**config.mk**
```make
export PLATFORM = sky130hd
export DESIGN_NAME = state_space_controller_flat
export DESIGN_NICKNAME = d
export VERILOG_FILES = /design/src/hw/rtl/ssc_pkg.sv /design/src/hw/rtl/ssc_in_if.sv /design/src/hw/rtl/ssc_out_if.sv /design/src/hw/rtl/ssc_cfg_if.sv /design/src/hw/rtl/ssc_coef_store.sv /design/src/hw/rtl/ssc_state_store.sv /design/src/hw/rtl/ssc_mac.sv /design/src/hw/rtl/ssc_seq.sv /design/src/hw/rtl/state_space_controller.sv /design/src/flat_wrapper.sv
export SDC_FILE = /design/constraint.sdc
export NUM_CORES = 2
export LEC_CHECK = 0
export BUFFER_PORTS_ARGS = -buffer_cell sky130_fd_sc_hd__buf_4
export CAP_MARGIN = 20
export CORE_MARGIN = 5
export CORE_UTILIZATION = 58
export DETAILED_ROUTE_END_ITERATION = 7
export PLACE_DENSITY_LB_ADDON = 0.25
export SYNTH_ARGS = -nofsm -noshare
export SYNTH_HDL_FRONTEND = slang
export SYNTH_HIERARCHICAL = 1
export SYNTH_SLANG_ARGS = --single-unit
```
**constraint.sdc**
```tcl
create_clock -name clk -period 8.3 [get_ports clk]
set_input_delay 2.49 -clock clk [delete_from_list [all_inputs] [get_ports clk]]
set_output_delay 2.49 -clock clk [all_outputs]
set_load 0.05 [all_outputs]
```
**src/hw/rtl/ssc_pkg.sv**
```systemverilog
// Shared constants, types and codes of the state-space controller.
package ssc_pkg;

  localparam int MAX_ORDER  = 4;
  localparam int FRAC_BITS  = 16;
  localparam int DATA_W     = 32;
  localparam int INDEX_W    = 5;
  localparam int ORDER_W    = 3;

  localparam int TABLE_SIZE = MAX_ORDER * MAX_ORDER + 2 * MAX_ORDER + 1;
  localparam int B_BASE     = MAX_ORDER * MAX_ORDER;
  localparam int C_BASE     = B_BASE + MAX_ORDER;
  localparam int D_SLOT     = C_BASE + MAX_ORDER;

  localparam int CA_W       = $clog2(TABLE_SIZE);
  localparam int IDX_W      = (MAX_ORDER > 1) ? $clog2(MAX_ORDER) : 1;
  localparam int CNT_W      = $clog2(MAX_ORDER + 1);
  localparam int SA_W       = $clog2(2 * MAX_ORDER);
  localparam int ACC_W      = 2 * DATA_W + $clog2(MAX_ORDER + 1) + 1;

  localparam logic [ORDER_W-1:0] ORDER_RESET = ORDER_W'(2);

  localparam logic KIND_LOAD   = 1'b0;
  localparam logic KIND_SAMPLE = 1'b1;

  typedef enum logic [1:0] {
    S_IDLE,
    S_RUN,
    S_DRAIN,
    S_POST
  } seq_state_t;

  // One product issued into the multiply-accumulate pipeline.
  typedef struct packed {
    logic             valid;
    logic             first;
    logic             last;
    logic             use_e;
    logic             copy;
    logic             to_drive;
    logic             done;
    logic [IDX_W-1:0] idx;
  } mac_op_t;

  // One finished, rounded and clipped sum.
  typedef struct packed {
    logic                     valid;
    logic                     to_drive;
    logic                     done;
    logic                     clipped;
    logic [IDX_W-1:0]         idx;
    logic signed [DATA_W-1:0] value;
  } mac_res_t;

  typedef struct packed {
    logic                     we;
    logic [CA_W-1:0]          addr;
    logic signed [DATA_W-1:0] data;
  } coef_wr_t;

  typedef struct packed {
    logic                     we;
    logic [IDX_W-1:0]         idx;
    logic signed [DATA_W-1:0] data;
  } state_wr_t;

endpackage

```
**src/hw/rtl/ssc_in_if.sv**
```systemverilog
// Input channel: coefficient loads and control samples.
interface ssc_in_if;
  logic                              valid;
  logic                              ready;
  logic                              kind;
  logic [ssc_pkg::INDEX_W-1:0]       coef_index;
  logic signed [ssc_pkg::DATA_W-1:0] coef_value;
  logic signed [ssc_pkg::DATA_W-1:0] setpoint;
  logic signed [ssc_pkg::DATA_W-1:0] measured;

  modport source (output valid, kind, coef_index, coef_value, setpoint, measured,
                  input ready);
  modport sink   (input valid, kind, coef_index, coef_value, setpoint, measured,
                  output ready);
endinterface

```
**src/hw/rtl/ssc_out_if.sv**
```systemverilog
// Result channel: controller drive and saturation flag.
interface ssc_out_if;
  logic                              valid;
  logic                              ready;
  logic signed [ssc_pkg::DATA_W-1:0] drive;
  logic                              saturated;

  modport source (output valid, drive, saturated, input ready);
  modport sink   (input valid, drive, saturated, output ready);
endinterface

```
**src/hw/rtl/ssc_cfg_if.sv**
```systemverilog
// Configuration write channel for the state order register.
interface ssc_cfg_if;
  logic                        valid;
  logic                        ready;
  logic [ssc_pkg::ORDER_W-1:0] state_order;

  modport source (output valid, state_order, input ready);
  modport sink   (input valid, state_order, output ready);
endinterface

```
**src/hw/rtl/ssc_coef_store.sv**
```systemverilog
// Coefficient memory: one write port, one registered read port.
module ssc_coef_store (
  input  logic                              clk,
  input  ssc_pkg::coef_wr_t                 wr,
  input  logic [ssc_pkg::CA_W-1:0]          raddr,
  output logic signed [ssc_pkg::DATA_W-1:0] rdata_r
);

  logic signed [ssc_pkg::DATA_W-1:0] mem [ssc_pkg::TABLE_SIZE];

  always_ff @(posedge clk) begin
    if (wr.we) begin
      mem[wr.addr] <= wr.data;
    end
    rdata_r <= mem[raddr];
  end

endmodule

```
**src/hw/rtl/ssc_state_store.sv**
```systemverilog
// State vector memory, double banked: reads come from the current bank and
// the updated vector is written into the other one, which becomes current on flip.
module ssc_state_store (
  input  logic                              clk,
  input  logic                              rst_n,
  input  logic [ssc_pkg::IDX_W-1:0]         ridx,
  output logic signed [ssc_pkg::DATA_W-1:0] rdata_r,
  input  ssc_pkg::state_wr_t                wr,
  input  logic                              flip
);

  logic signed [ssc_pkg::DATA_W-1:0] mem [2 * ssc_pkg::MAX_ORDER];
  logic [2*ssc_pkg::MAX_ORDER-1:0]   valid_r;
  logic                              bank_r;
  logic                              wbank;
  logic [ssc_pkg::SA_W-1:0]          raddr;
  logic [ssc_pkg::SA_W-1:0]          waddr;

  assign wbank = ~bank_r;
  assign raddr = ssc_pkg::SA_W'(bank_r) * ssc_pkg::SA_W'(ssc_pkg::MAX_ORDER)
               + ssc_pkg::SA_W'(ridx);
  assign waddr = ssc_pkg::SA_W'(wbank) * ssc_pkg::SA_W'(ssc_pkg::MAX_ORDER)
               + ssc_pkg::SA_W'(wr.idx);

  // Entries never written read as zero, which is the reset state vector.
  always_ff @(posedge clk) begin
    if (!rst_n) begin
      valid_r <= '0;
      bank_r  <= 1'b0;
    end else begin
      if (wr.we) begin
        valid_r[waddr] <= 1'b1;
      end
      if (flip) begin
        bank_r <= ~bank_r;
      end
    end
  end

  always_ff @(posedge clk) begin
    if (wr.we) begin
      mem[waddr] <= wr.data;
    end
    rdata_r <= valid_r[raddr] ? mem[raddr] : '0;
  end

endmodule

```
**src/hw/rtl/ssc_mac.sv**
```systemverilog
// Shared multiply-accumulate pipeline with round-to-nearest and 32-bit clipping.
module ssc_mac (
  input  logic                              clk,
  input  logic                              rst_n,
  input  ssc_pkg::mac_op_t                  op,
  input  logic signed [ssc_pkg::DATA_W-1:0] coef_q,
  input  logic signed [ssc_pkg::DATA_W-1:0] state_q,
  input  logic signed [ssc_pkg::DATA_W-1:0] err,
  output ssc_pkg::mac_res_t                 res_r
);

  localparam int AW = ssc_pkg::ACC_W;
  localparam int DW = ssc_pkg::DATA_W;
  localparam int FB = ssc_pkg::FRAC_BITS;
  localparam logic signed [AW-1:0] SAT_HI = {{(AW-DW+1){1'b0}}, {(DW-1){1'b1}}};
  localparam logic signed [AW-1:0] SAT_LO = {{(AW-DW+1){1'b1}}, {(DW-1){1'b0}}};
  localparam logic signed [AW-1:0] HALF   = {{(AW-FB){1'b0}}, 1'b1, {(FB-1){1'b0}}};

  ssc_pkg::mac_op_t        op1_r, op2_r, op3_r, op3_nxt;
  ssc_pkg::mac_res_t       res_nxt;
  logic signed [DW-1:0]    b_sel;
  logic signed [2*DW-1:0]  prod_w;
  logic signed [AW-1:0]    prod_nxt, prod_r;
  logic signed [AW-1:0]    acc_nxt, acc_r;
  logic signed [AW-1:0]    rnd_w;

  // Stage 1: memory data is present; form the product. A copy passes the old
  // state through scaled so that rounding returns it unchanged.
  always_comb begin
    b_sel  = op1_r.use_e ? err : state_q;
    prod_w = coef_q * b_sel;
    if (op1_r.copy) begin
      prod_nxt = AW'(state_q) <<< FB;
    end else begin
      prod_nxt = AW'(prod_w);
    end
  end

  // Stage 2: accumulate.
  always_comb begin
    acc_nxt       = (op2_r.first ? '0 : acc_r) + prod_r;
    op3_nxt       = op2_r;
    op3_nxt.valid = op2_r.valid && op2_r.last;
  end

  // Stage 3: round once and clip.
  always_comb begin
    rnd_w            = (acc_r + HALF) >>> FB;
    res_nxt.valid    = op3_r.valid;
    res_nxt.to_drive = op3_r.to_drive;
    res_nxt.done     = op3_r.done;
    res_nxt.idx      = op3_r.idx;
    res_nxt.clipped  = (rnd_w > SAT_HI) || (rnd_w < SAT_LO);
    if (rnd_w > SAT_HI) begin
      res_nxt.value = DW'(SAT_HI);
    end else if (rnd_w < SAT_LO) begin
      res_nxt.value = DW'(SAT_LO);
    end else begin
      res_nxt.value = DW'(rnd_w);
    end
  end

  always_ff @(posedge clk) begin
    if (!rst_n) begin
      op1_r <= '0;
      op2_r <= '0;
      op3_r <= '0;
      res_r <= '0;
    end else begin
      op1_r <= op;
      op2_r <= op1_r;
      op3_r <= op3_nxt;
      res_r <= res_nxt;
    end
  end

  always_ff @(posedge clk) begin
    prod_r <= prod_nxt;
    if (op2_r.valid) begin
      acc_r <= acc_nxt;
    end
  end

  a_res_follows_last: assert property (@(posedge clk) disable iff (!rst_n)
    res_r.valid |-> $past(op2_r.valid && op2_r.last, 2))
    else $error("result without a closing product two cycles earlier");

  a_first_after_last: assert property (@(posedge clk) disable iff (!rst_n)
    op2_r.valid && $past(op2_r.valid && op2_r.last) |-> op2_r.first)
    else $error("sum continued past its closing product");

  a_copy_closes: assert property (@(posedge clk) disable iff (!rst_n)
    op1_r.valid && op1_r.copy |-> op1_r.first && op1_r.last)
    else $error("state copy is not a single-term sum");

endmodule

```
**src/hw/rtl/ssc_seq.sv**
```systemverilog
// Sequencer: takes transactions, walks the coefficient table and state vector
// through the shared multiply-accumulate, and holds the result register.
module ssc_seq (
  input  logic                              clk,
  input  logic                              rst_n,
  ssc_in_if.sink                            in_ch,
  ssc_out_if.source                         out_ch,
  ssc_cfg_if.sink                           cfg_ch,
  output ssc_pkg::coef_wr_t                 coef_wr,
  output logic [ssc_pkg::CA_W-1:0]          coef_raddr,
  output logic [ssc_pkg::IDX_W-1:0]         state_ridx,
  output ssc_pkg::mac_op_t                  op,
  output logic signed [ssc_pkg::DATA_W-1:0] err,
  output logic                              bank_flip,
  input  ssc_pkg::mac_res_t                 res
);

  ssc_pkg::seq_state_t                state_r, state_nxt;
  logic [ssc_pkg::CNT_W-1:0]          grp_r, term_r;
  logic [ssc_pkg::ORDER_W-1:0]        order_r;
  logic signed [ssc_pkg::DATA_W-1:0]  err_r, drive_r, out_drive_r;
  logic                               sat_r, out_sat_r, out_valid_r;

  logic                               in_acc, sample_acc, slot_free;
  logic [ssc_pkg::CNT_W-1:0]          n_eff, row;
  logic [ssc_pkg::IDX_W-1:0]          row_idx, term_idx;
  logic                               is_copy, e_term;
  logic [ssc_pkg::DATA_W:0]           diff;
  logic                               e_ovf;
  logic signed [ssc_pkg::DATA_W-1:0]  e_clip;

  assign in_ch.ready  = (state_r == ssc_pkg::S_IDLE);
  assign cfg_ch.ready = 1'b1;
  assign in_acc       = in_ch.valid && in_ch.ready;
  assign sample_acc   = in_acc && (in_ch.kind == ssc_pkg::KIND_SAMPLE);
  assign slot_free    = !out_valid_r || out_ch.ready;

  assign out_ch.valid     = out_valid_r;
  assign out_ch.drive     = out_drive_r;
  assign out_ch.saturated = out_sat_r;

  assign err       = err_r;
  assign bank_flip = res.valid && res.done;

  assign coef_wr.we   = in_acc && (in_ch.kind == ssc_pkg::KIND_LOAD)
                     && (int'(in_ch.coef_index) < ssc_pkg::TABLE_SIZE);
  assign coef_wr.addr = ssc_pkg::CA_W'(in_ch.coef_index);
  assign coef_wr.data = in_ch.coef_value;

  // Error with saturation.
  always_comb begin
    diff   = {in_ch.setpoint[ssc_pkg::DATA_W-1], in_ch.setpoint}
           - {in_ch.measured[ssc_pkg::DATA_W-1], in_ch.measured};
    e_ovf  = diff[ssc_pkg::DATA_W] != diff[ssc_pkg::DATA_W-1];
    if (!e_ovf) begin
      e_clip = ssc_pkg::DATA_W'(diff);
    end else if (diff[ssc_pkg::DATA_W]) begin
      e_clip = {1'b1, {(ssc_pkg::DATA_W-1){1'b0}}};
    end else begin
      e_clip = {1'b0, {(ssc_pkg::DATA_W-1){1'b1}}};
    end
  end

  // Order zero acts as one, values above the maximum act as the maximum.
  always_comb begin
    if (order_r == '0) begin
      n_eff = ssc_pkg::CNT_W'(1);
    end else if (int'(order_r) > ssc_pkg::MAX_ORDER) begin
      n_eff = ssc_pkg::CNT_W'(ssc_pkg::MAX_ORDER);
    end else begin
      n_eff = ssc_pkg::CNT_W'(order_r);
    end
  end

  // Group zero forms the drive; group r+1 forms state row r, or copies the old
  // value forward when the row lies beyond the order.
  always_comb begin
    row      = grp_r - ssc_pkg::CNT_W'(1);
    row_idx  = ssc_pkg::IDX_W'(row);
    term_idx = ssc_pkg::IDX_W'(term_r);
    is_copy  = (grp_r != '0) && (row >= n_eff);
    e_term   = (term_r == n_eff);

    if (is_copy) begin
      coef_raddr = '0;
    end else if (grp_r == '0) begin
      coef_raddr = e_term ? ssc_pkg::CA_W'(ssc_pkg::D_SLOT)
                          : ssc_pkg::CA_W'(ssc_pkg::C_BASE) + ssc_pkg::CA_W'(term_r);
    end else if (e_term) begin
      coef_raddr = ssc_pkg::CA_W'(ssc_pkg::B_BASE) + ssc_pkg::CA_W'(row);
    end else begin
      coef_raddr = ssc_pkg::CA_W'(row) * ssc_pkg::CA_W'(ssc_pkg::MAX_ORDER)
                 + ssc_pkg::CA_W'(term_r);
    end

    if (is_copy) begin
      state_ridx = row_idx;
    end else if (e_term) begin
      state_ridx = '0;
    end else begin
      state_ridx = term_idx;
    end

    op.valid    = (state_r == ssc_pkg::S_RUN);
    op.first    = (term_r == '0);
    op.last     = is_copy || e_term;
    op.use_e    = e_term;
    op.copy     = is_copy;
    op.to_drive = (grp_r == '0);
    op.done     = (is_copy || e_term) && (grp_r == ssc_pkg::CNT_W'(ssc_pkg::MAX_ORDER));
    op.idx      = row_idx;
  end

  always_comb begin
    state_nxt = state_r;
    case (state_r)
      ssc_pkg::S_IDLE: begin
        if (sample_acc) begin
          state_nxt = ssc_pkg::S_RUN;
        end
      end
      ssc_pkg::S_RUN: begin
        if (op.done) begin
          state_nxt = ssc_pkg::S_DRAIN;
        end
      end
      ssc_pkg::S_DRAIN: begin
        if (res.valid && res.done) begin
          state_nxt = ssc_pkg::S_POST;
        end
      end
      ssc_pkg::S_POST: begin
        if (slot_free) begin
          state_nxt = ssc_pkg::S_IDLE;
        end
      end
      default: state_nxt = ssc_pkg::S_IDLE;
    endcase
  end

  always_ff @(posedge clk) begin
    if (!rst_n) begin
      state_r <= ssc_pkg::S_IDLE;
    end else begin
      state_r <= state_nxt;
    end
  end

  always_ff @(posedge clk) begin
    if (!rst_n) begin
      order_r     <= ssc_pkg::ORDER_RESET;
      out_valid_r <= 1'b0;
      grp_r       <= '0;
      term_r      <= '0;
    end else begin
      if (cfg_ch.valid) begin
        order_r <= cfg_ch.state_order;
      end
      if (state_r == ssc_pkg::S_POST && slot_free) begin
        out_valid_r <= 1'b1;
      end else if (out_ch.ready) begin
        out_valid_r <= 1'b0;
      end
      if (sample_acc) begin
        grp_r  <= '0;
        term_r <= '0;
      end else if (state_r == ssc_pkg::S_RUN) begin
        if (op.last) begin
          grp_r  <= grp_r + ssc_pkg::CNT_W'(1);
          term_r <= '0;
        end else begin
          term_r <= term_r + ssc_pkg::CNT_W'(1);
        end
      end
    end
  end

  always_ff @(posedge clk) begin
    if (sample_acc) begin
      err_r <= e_clip;
      sat_r <= e_ovf;
    end else if (res.valid) begin
      sat_r <= sat_r | res.clipped;
    end
    if (res.valid && res.to_drive) begin
      drive_r <= res.value;
    end
    if (state_r == ssc_pkg::S_POST && slot_free) begin
      out_drive_r <= drive_r;
      out_sat_r   <= sat_r;
    end
  end

  a_res_only_busy: assert property (@(posedge clk) disable iff (!rst_n)
    res.valid |-> (state_r == ssc_pkg::S_RUN) || (state_r == ssc_pkg::S_DRAIN))
    else $error("sum finished while no sample is in progress");

  a_done_in_drain: assert property (@(posedge clk) disable iff (!rst_n)
    res.valid && res.done |-> state_r == ssc_pkg::S_DRAIN)
    else $error("closing state row arrived outside the drain phase");

  a_out_from_post: assert property (@(posedge clk) disable iff (!rst_n)
    $rose(out_valid_r) |-> $past(state_r) == ssc_pkg::S_POST)
    else $error("result presented without a completed sample");

endmodule

```
**src/hw/rtl/state_space_controller.sv**
```systemverilog
// Top level of the discrete state-space controller.
//
//   channel   direction  transaction
//   in_ch     sink       load one coefficient (kind 0) or one control sample (kind 1)
//   out_ch    source     drive and saturated flag, one per control sample
//   cfg_ch    sink       state_order write, always ready
//
// A sample with order n issues (n+1) + n*(n+1) + (MAX_ORDER-n) products through
// the single multiply-accumulate, one product per cycle, followed by memory read,
// pipeline and result hand-off. The input is held off while a sample runs and
// while its result waits for a full output register. Reset clears the state
// vector at once through per-entry valid bits; the coefficient memory is not
// cleared and must be loaded before use.
module state_space_controller (
  input  logic      clk,
  input  logic      rst_n,
  ssc_in_if.sink    in_ch,
  ssc_out_if.source out_ch,
  ssc_cfg_if.sink   cfg_ch
);

  ssc_pkg::coef_wr_t                 coef_wr;
  ssc_pkg::state_wr_t                state_wr;
  ssc_pkg::mac_op_t                  op;
  ssc_pkg::mac_res_t                 res;
  logic [ssc_pkg::CA_W-1:0]          coef_raddr;
  logic [ssc_pkg::IDX_W-1:0]         state_ridx;
  logic signed [ssc_pkg::DATA_W-1:0] coef_q, state_q, err;
  logic                              bank_flip;

  assign state_wr.we   = res.valid && !res.to_drive;
  assign state_wr.idx  = res.idx;
  assign state_wr.data = res.value;

  ssc_seq u_seq (
    .clk        (clk),
    .rst_n      (rst_n),
    .in_ch      (in_ch),
    .out_ch     (out_ch),
    .cfg_ch     (cfg_ch),
    .coef_wr    (coef_wr),
    .coef_raddr (coef_raddr),
    .state_ridx (state_ridx),
    .op         (op),
    .err        (err),
    .bank_flip  (bank_flip),
    .res        (res)
  );

  ssc_coef_store u_coef (
    .clk     (clk),
    .wr      (coef_wr),
    .raddr   (coef_raddr),
    .rdata_r (coef_q)
  );

  ssc_state_store u_state (
    .clk     (clk),
    .rst_n   (rst_n),
    .ridx    (state_ridx),
    .rdata_r (state_q),
    .wr      (state_wr),
    .flip    (bank_flip)
  );

  ssc_mac u_mac (
    .clk     (clk),
    .rst_n   (rst_n),
    .op      (op),
    .coef_q  (coef_q),
    .state_q (state_q),
    .err     (err),
    .res_r   (res)
  );

endmodule

```
**src/flat_wrapper.sv**
```systemverilog
// flat-port wrapper written by rule: the top's interface ports become plain ports
module state_space_controller_flat 
  (clk, rst_n, in_ch_valid, in_ch_kind, in_ch_coef_index, in_ch_coef_value, in_ch_setpoint, in_ch_measured, in_ch_ready, out_ch_valid, out_ch_drive, out_ch_saturated, out_ch_ready, cfg_ch_valid, cfg_ch_state_order, cfg_ch_ready);
  ssc_in_if in_ch_i ();
  ssc_out_if out_ch_i ();
  ssc_cfg_if cfg_ch_i ();
  input  logic clk;
  input  logic rst_n;
  input wire logic [$bits(in_ch_i.valid)-1:0] in_ch_valid;
  input wire logic [$bits(in_ch_i.kind)-1:0] in_ch_kind;
  input wire logic [$bits(in_ch_i.coef_index)-1:0] in_ch_coef_index;
  input wire logic [$bits(in_ch_i.coef_value)-1:0] in_ch_coef_value;
  input wire logic [$bits(in_ch_i.setpoint)-1:0] in_ch_setpoint;
  input wire logic [$bits(in_ch_i.measured)-1:0] in_ch_measured;
  output wire logic [$bits(in_ch_i.ready)-1:0] in_ch_ready;
  output wire logic [$bits(out_ch_i.valid)-1:0] out_ch_valid;
  output wire logic [$bits(out_ch_i.drive)-1:0] out_ch_drive;
  output wire logic [$bits(out_ch_i.saturated)-1:0] out_ch_saturated;
  input wire logic [$bits(out_ch_i.ready)-1:0] out_ch_ready;
  input wire logic [$bits(cfg_ch_i.valid)-1:0] cfg_ch_valid;
  input wire logic [$bits(cfg_ch_i.state_order)-1:0] cfg_ch_state_order;
  output wire logic [$bits(cfg_ch_i.ready)-1:0] cfg_ch_ready;
  assign in_ch_i.valid = in_ch_valid;
  assign in_ch_i.kind = in_ch_kind;
  assign in_ch_i.coef_index = in_ch_coef_index;
  assign in_ch_i.coef_value = in_ch_coef_value;
  assign in_ch_i.setpoint = in_ch_setpoint;
  assign in_ch_i.measured = in_ch_measured;
  assign in_ch_ready = in_ch_i.ready;
  assign out_ch_valid = out_ch_i.valid;
  assign out_ch_drive = out_ch_i.drive;
  assign out_ch_saturated = out_ch_i.saturated;
  assign out_ch_i.ready = out_ch_ready;
  assign cfg_ch_i.valid = cfg_ch_valid;
  assign cfg_ch_i.state_order = cfg_ch_state_order;
  assign cfg_ch_ready = cfg_ch_i.ready;
  state_space_controller u_core (.clk(clk), .rst_n(rst_n), .in_ch(in_ch_i), .out_ch(out_ch_i), .cfg_ch(cfg_ch_i));
endmodule
```
* Yosys cells after proc, flatten, opt, wreduce, memory -nomap -nowiden
Memories as Yosys holds them, arrays and structs flattened. A register that Yosys moved wholly into a read port is not among the register bits. Index checks and enable logic that the tools add are counted.
Operators by class: equality and inequality tests 10, mux-type cells 33, $add $sub $neg 11, $mul 1, reductions and logical operators 29, bitwise gates (word level) 5, $lt $le $gt $ge 8
Operators with widths (count):
- 2-to-1 mux 68 bit | 2
- 2-to-1 mux 32 bit | 4
- adder 68 x 17 -> 68 bit (second input constant) | 1
- adder 68 bit | 1
- multiplier 32 x 32 -> 64 bit | 1
- > comparator 52 x 32 -> 1 bit (second input constant) | 1
- less-than comparator 52 x 32 -> 1 bit (second input constant) | 1
- subtractor 32 x 32 -> 33 bit | 1
- 2-to-1 mux 31 bit | 1
- 2-to-1 mux 5 bit | 4
- logical AND 1 bit | 12
- 2-to-1 mux 2 bit | 6
- adder 5 x 3 -> 5 bit (first input constant) | 2
- 2-to-1 mux 1 bit | 10
- zero test 3 bit | 3
- 2-to-1 mux 3 bit | 3
- less-than comparator 3 x 4 -> 1 bit (second input constant) | 2
- OR 8 bit | 1
- one-hot mux 2 bit (4 select lines) | 1
- adder 3 x 1 -> 3 bit (second input constant) | 2
- adder 3 x 2 -> 3 bit | 2
- adder 5 x 3 -> 5 bit | 1
- less-than comparator 5 bit (second input constant) | 1
- equality test 2 bit (second input constant) | 2
- 22 further kinds | 32
Storage, ports and cells: memory bits (writable) 1056, word-level logic and storage cells 139, memories kept 2, register bits 314, output and inout bits 36, input bits 110
Memories:
- u_core.u_coef.mem | depth 25, width 32, read ports 1, clocked after Yosys merged registers in 1, wr ports 1, RTL line ssc_coef_store.sv:9 | logic signed [ssc_pkg::DATA_W-1:0] mem [ssc_pkg::TABLE_SIZE];
- u_core.u_state.mem | depth 8, width 32, read ports 1, clocked after Yosys merged registers in 1, wr ports 1, RTL line ssc_state_store.sv:12 | logic signed [ssc_pkg::DATA_W-1:0] mem [2 * ssc_pkg::MAX_ORDER];

* Longest topological paths before layout
word-level depth 10, mapped depth 32, mapped depth without buffers 28

* Cells and area by module
Netlist, hierarchy kept.
By module, submodules not included:
- ssc_mac | instances 1, sequential area each 4504.3 um^2, cells an instance 5181, area each 47810.9 um^2
- ssc_coef_store | instances 1, sequential area each 24663.7 um^2, cells an instance 1328, area each 30993.5 um^2
- ssc_state_store | instances 1, sequential area each 8508.2 um^2, cells an instance 474, area each 10719.0 um^2
- ssc_seq | instances 1, sequential area each 3183.1 um^2, cells an instance 585, area each 6476.2 um^2
- state_space_controller | instances 1, sequential area each 0.0 um^2, cells an instance 1, area each 13.8 um^2

* Worst setup path after synthesis
Ideal clock, no wire load.
path type register to register, start point register u_core/u_mac/op1_r[5] (netlist bit), end point register u_core.u_mac.prod_r[58], stages on the path, launching flop included 31, path buffers 5, period minus slack after synthesis 8.807 ns, arrival time 8.676 ns, setup time 0.130 ns, setup slack -0.507 ns, required time 8.170 ns, path through dfxtp_1 > clkbuf_1 > clkbuf_1 > clkbuf_1 > mux2i_1 > clkbuf_1 > nor2b_1 > fa_1 > fa_1 > inv_1 > fa_1 > inv_1 > fa_1 > fa_1 > fa_1 > fa_1 > inv_1 > fa_1 > inv_1 > ha_1 > buf_2 > a211o_1 > a221o_1 > a221oi_1 > o21a_2 > a211oi_1 > o2111ai_2 > a41oi_2 > a311oi_1 > xor2_1 > o21ai_1
Between the ends: longest elaborated chain between the ends 3
Ends and longest elaborated chain:
- from (decl) | RTL line ssc_mac.sv:19 | ssc_pkg::mac_op_t op1_r, op2_r, op3_r, op3_nxt;
- from (signal assigned) | RTL line ssc_mac.sv:70 | op1_r <= op;
- 2-to-1 mux 32 bit | RTL line ssc_mac.sv:30 | b_sel = op1_r.use_e ? err : state_q;
- multiplier 32 x 32 -> 64 bit | RTL line ssc_mac.sv:31 | prod_w = coef_q * b_sel;
- 2-to-1 mux 68 bit | RTL line ssc_mac.sv:32 | if (op1_r.copy) begin
- net u_core.u_mac.prod_nxt[58] | RTL line ssc_mac.sv:23 | logic signed [AW-1:0] prod_nxt, prod_r;
- to (signal assigned) | RTL line ssc_mac.sv:78 | prod_r <= prod_nxt;
- to (decl) | RTL line ssc_mac.sv:23
The timed path passes the listed nets, and every way through them passes these cells. A chain may end at the register's enable or synchronous reset.

* Worst setup path after layout
start point register u_core/u_mac/op1_r[5] (netlist bit), end point register u_core.u_mac.prod_r[61]
Same word-level chain as after synthesis.

==> key figures <==
Synth
  – Post-Synth Simple-Gate Area: 9.83%
  – Syn Inst Count: 7569
  – Synth warn: 6
  – Combinational family with the most area after synthesis: adder cells
  – Largest area contributor in the netlist: edfxtp_1
  – Syn_area_per_cell: 12.7 µm²
  – Top cells by area, synth: edfxtp_1, fa_1, mux4_2
  – Post-synthesis cell area: 96000 µm²
  – Compound-gate portion of the synthesized area: 5.66%
  – Post-synthesis mux area share: 7.11%
  – Register area share after synthesis: 42.6%
  – Most frequent cells after synthesis: edfxtp_1, inv_1, fa_1
  – Most used DFF post-synth: edfxtp_1
  – Async SR Flop Fraction: 0%
  – Syn Nets: 9060
  – Number of library cell types mapped by synthesis: 111
  – Seq cells post-synth: 1430
  – Dominant cell by count in the synthesized netlist: edfxtp_1
  – Post-synth EDFFs: 1222
  – Yosys top cell area share: 38.2%
  – XOR/XNOR share of the synthesized area: 1.86%
  – Synth Area in Adders: 26.5%

Global routing
  – GR Overflow Total: 0
  – Initial antenna violation count: 9
  – GRT met3 Usage: 4.64%
  – First-pass GRT wire length: 387000 µm
  – Met1 Track Usage GR: 38.0%
  – GRT Overall Usage: 29.6%
  – Vias in the first global route: 64400
  – Most Crowded Layer GR: met2
  – Largest net degree at the start of global routing: 97
  – M2 GR Usage: 49.2%

Worst setup path
  – CP max-delay cell: fa_1
  – Top cell by count, worst path: fa_1
  – Critical Path Sink Type: flop
  – WS Path Type: reg2reg
  – Crit path largest cell delay: 0.60 ns
  – Worst EP required: 8.95 ns
  – CP max FO: 6
  – Crit path DAT: 8.96 ns
  – Startpoint Class: flop

Floorplanning
  – Core Region: 165000 µm²
  – Die X: 417 µm
  – Die H: 417 µm
  – Initial core utilization: 58.3%
  – Io pins: 146
  – Placement row count: 149
  – Die ar.: 174000 µm²

Outcome
  – Violated checks: negative setup slack
  – Outcome: complete, but fails checks

Routing
  – Detailed Route WL: 253000 µm
  – DRC errors left: 0
  – Drt via density: 5.92
  – Initial DRC count: 5131
  – Drt pass-1 iters: 6
  – Post-DRT Antenna Nets: 0
  – Vias: 60500
  – Routed WL per cell: 24.8 µm

Clock tree
  – Clock slew at reported path FFs: 0.06 ns
  – Root buffer cell: clkbuf_16
  – CTS tree: done
  – H-tree Lvls: 4
  – CTS max path bufs: 3
  – Cts hold-fix bufs: 0
  – CTS Buf Count: 140
  – Skew-Pair Late Insertion Delay: 0.81 ns
  – Clk sinks: 1430

Placement
  – Global placer's final weighted congestion: 0.959
  – Port bufs: 144
  – Hpwl dp: 183000 µm
  – Dpl ws: -0.438 ns

Pwr
  – Leakage: 44.2 nW
  – Sw Pwr: 6.51 mW
  – Register share of total power: 40.8%
  – Combinational share of power: 28.2%
  – Maximum vdd drop: 297 µV
  – P_int: 14.1 mW
  – Clock share of power: 30.9%
  – Sw Share: 31.6%
  – Power density cells: 191 nW/µm²

Timing
  – Final setup fails: 3
  – Final period utilization: 100%
  – RSZ-0062 raised after global routing: true
  – Fin. Hold Viols: 0
  – Worst slew pin tran: 1.11 ns
  – Clock Skews: 0.0587 ns
  – Tmin final: 8.31 ns
  – Max Freq: 0.120 GHz
  – Max Slew Vio Count: 0
  – WHS: 0.418 ns
  – Final WS setup: -0.0126 ns
  – Slew margin rel.: 25.7%

Cells and area
  – Layout cells sized above 1: 17.2%
  – Area Overhead vs Synth: 12.4%
  – Final nets: 9390
  – Fillcell total: 11900
  – Core Util, Final: 65.5%

Hold path
  – Hold Path Class: reg2reg

Run
  – Count of max-cap constraint violations: 0
[power by group through the flow]
stage | registers, mW | logic, mW | clock network [mW]
floorplan | 8.45 | 3.61 | 0
global route | 8.42 | 6.24 | 6.78
detailed placement | 8.55 | 5.59 | 0
CTS | 8.40 | 5.67 | 6.47
finish | 8.40 | 5.81 | 6.36
global placement | 8.54 | 5.54 | 0
[metrics by stage]
| stage | power (mW) | std cells | setup TNS, ns | cell area, µm² |
|---|---|---|---|---|
| after floorplan | 12.1 | 7569 | 0 | 96000 |
| after global placement | 14.1 | 9901 | -3.70 | 102000 |
| after detailed placement | 14.1 | 9901 | -5.80 | 102000 |
| after CTS | 20.5 | 10200 | -0.0983 | 107000 |
| after global routing | 21.4 | 10200 | -2.00 | 108000 |
| final | 20.6 | 10200 | -0.0218 | 108000 |
[area by class of cell]
| cell class | instances | area (µm²) | area share [%] |
|---|---|---|---|
| multi-input combinational | 4616 | 50200 | 46.5 |
| sequential | 1430 | 40900 | 37.9 |
| timing repair buffer | 596 | 5310 | 4.92 |
| inverter | 1115 | 4190 | 3.88 |
| clock buffer | 190 | 3910 | 3.62 |
| tap | 2189 | 2740 | 2.54 |
| clock inverter | 69 | 682 | 0.632 |
| antenna | 2 | 5.00 | 0.00464 |
[placed cells by master, fill, tap and decap left out, types with 39 or more instances in the layout]
cell	instances
buf_4	517
mux2i_1	46
mux4_2	231
o21a_1	39
nor2_1	202
and2_1	394
inv_1	1096
fa_1	1042
ha_1	279
xnor2_1	116
dfxtp_1	203
nand3_1	65
and3_1	40
nand2_1	644
clkbuf_16	149
xor2_1	84
a21oi_1	161
buf_12	54
fa_2	42
nor2b_1	245
edfxtp_1	1222
nand2b_1	43
o22ai_1	51
a21o_1	81
o21ai_0	127
[cell families after synthesis]
| family | count (synthesis) |
|---|---|
| fa+ha+maj | 1387 |
| flops | 1430 |
| simple gates | 1856 |
| other cells | 1 |
| xor+xnor | 204 |
| compound gates | 817 |
| mux | 349 |
| buf+inv | 1525 |
[flip-flops by register name, indices dropped and copies added, names as in the netlist, 38 cells and up]
| register | cells |
|---|---|
| u_core/u_mac/prod_r | 64 |
| u_core/u_coef/mem | 800 |
| u_core/u_state/mem | 256 |
| u_core/u_mac/acc_r | 68 |
| u_core/u_mac/res_r | 38 |
[routing by layer]
| metal | vias up | wire, µm |
|---|---|---|
| met3 | 639 | 18800 |
| met4 | 2 | 15800 |
| met1 | 31200 | 94000 |
| li1 | 26000 | - |
| met5 | - | 13 |
| met2 | 2638 | 124000 |
[worst max-delay path: cells and delay by family (launching register included)]
family	cells	cell delay (ns)
AO/OA/AOI/OAI	6	1.22
adder cells (fa/ha/maj)	9	4.42
buffers and inverters	7	0.75
flip-flops	1	0.42
multiplexers	1	0.39
AND/OR/NAND/NOR	5	0.97
[path summary, 6_finish.rpt]
check,startpoint,endpoint,slack (ns),cells past startpoint
hold reg to reg,u_core/u_seq/drive_r[21],u_core/u_seq/out_ch.drive[21],0.42,0
setup reg to reg,u_core/u_mac/op1_r[5],u_core/u_mac/prod_r[61],-0.01,28
setup / recovery,u_core/u_mac/op1_r[5],u_core/u_mac/prod_r[61],-0.01,28
hold / removal,u_core/u_seq/drive_r[21],u_core/u_seq/out_ch.drive[21],0.42,0
[what timing repair did]
item / 4_1_cts / 5_1_grt
setup buffers: 12 / 27
pin swaps: 26 / 143
gates resized for setup: 71 / 147
endpoints found under the setup margin: 29 / 31
cloned: 1 / 5
Note: power is estimated with default switching activity, not from simulation.
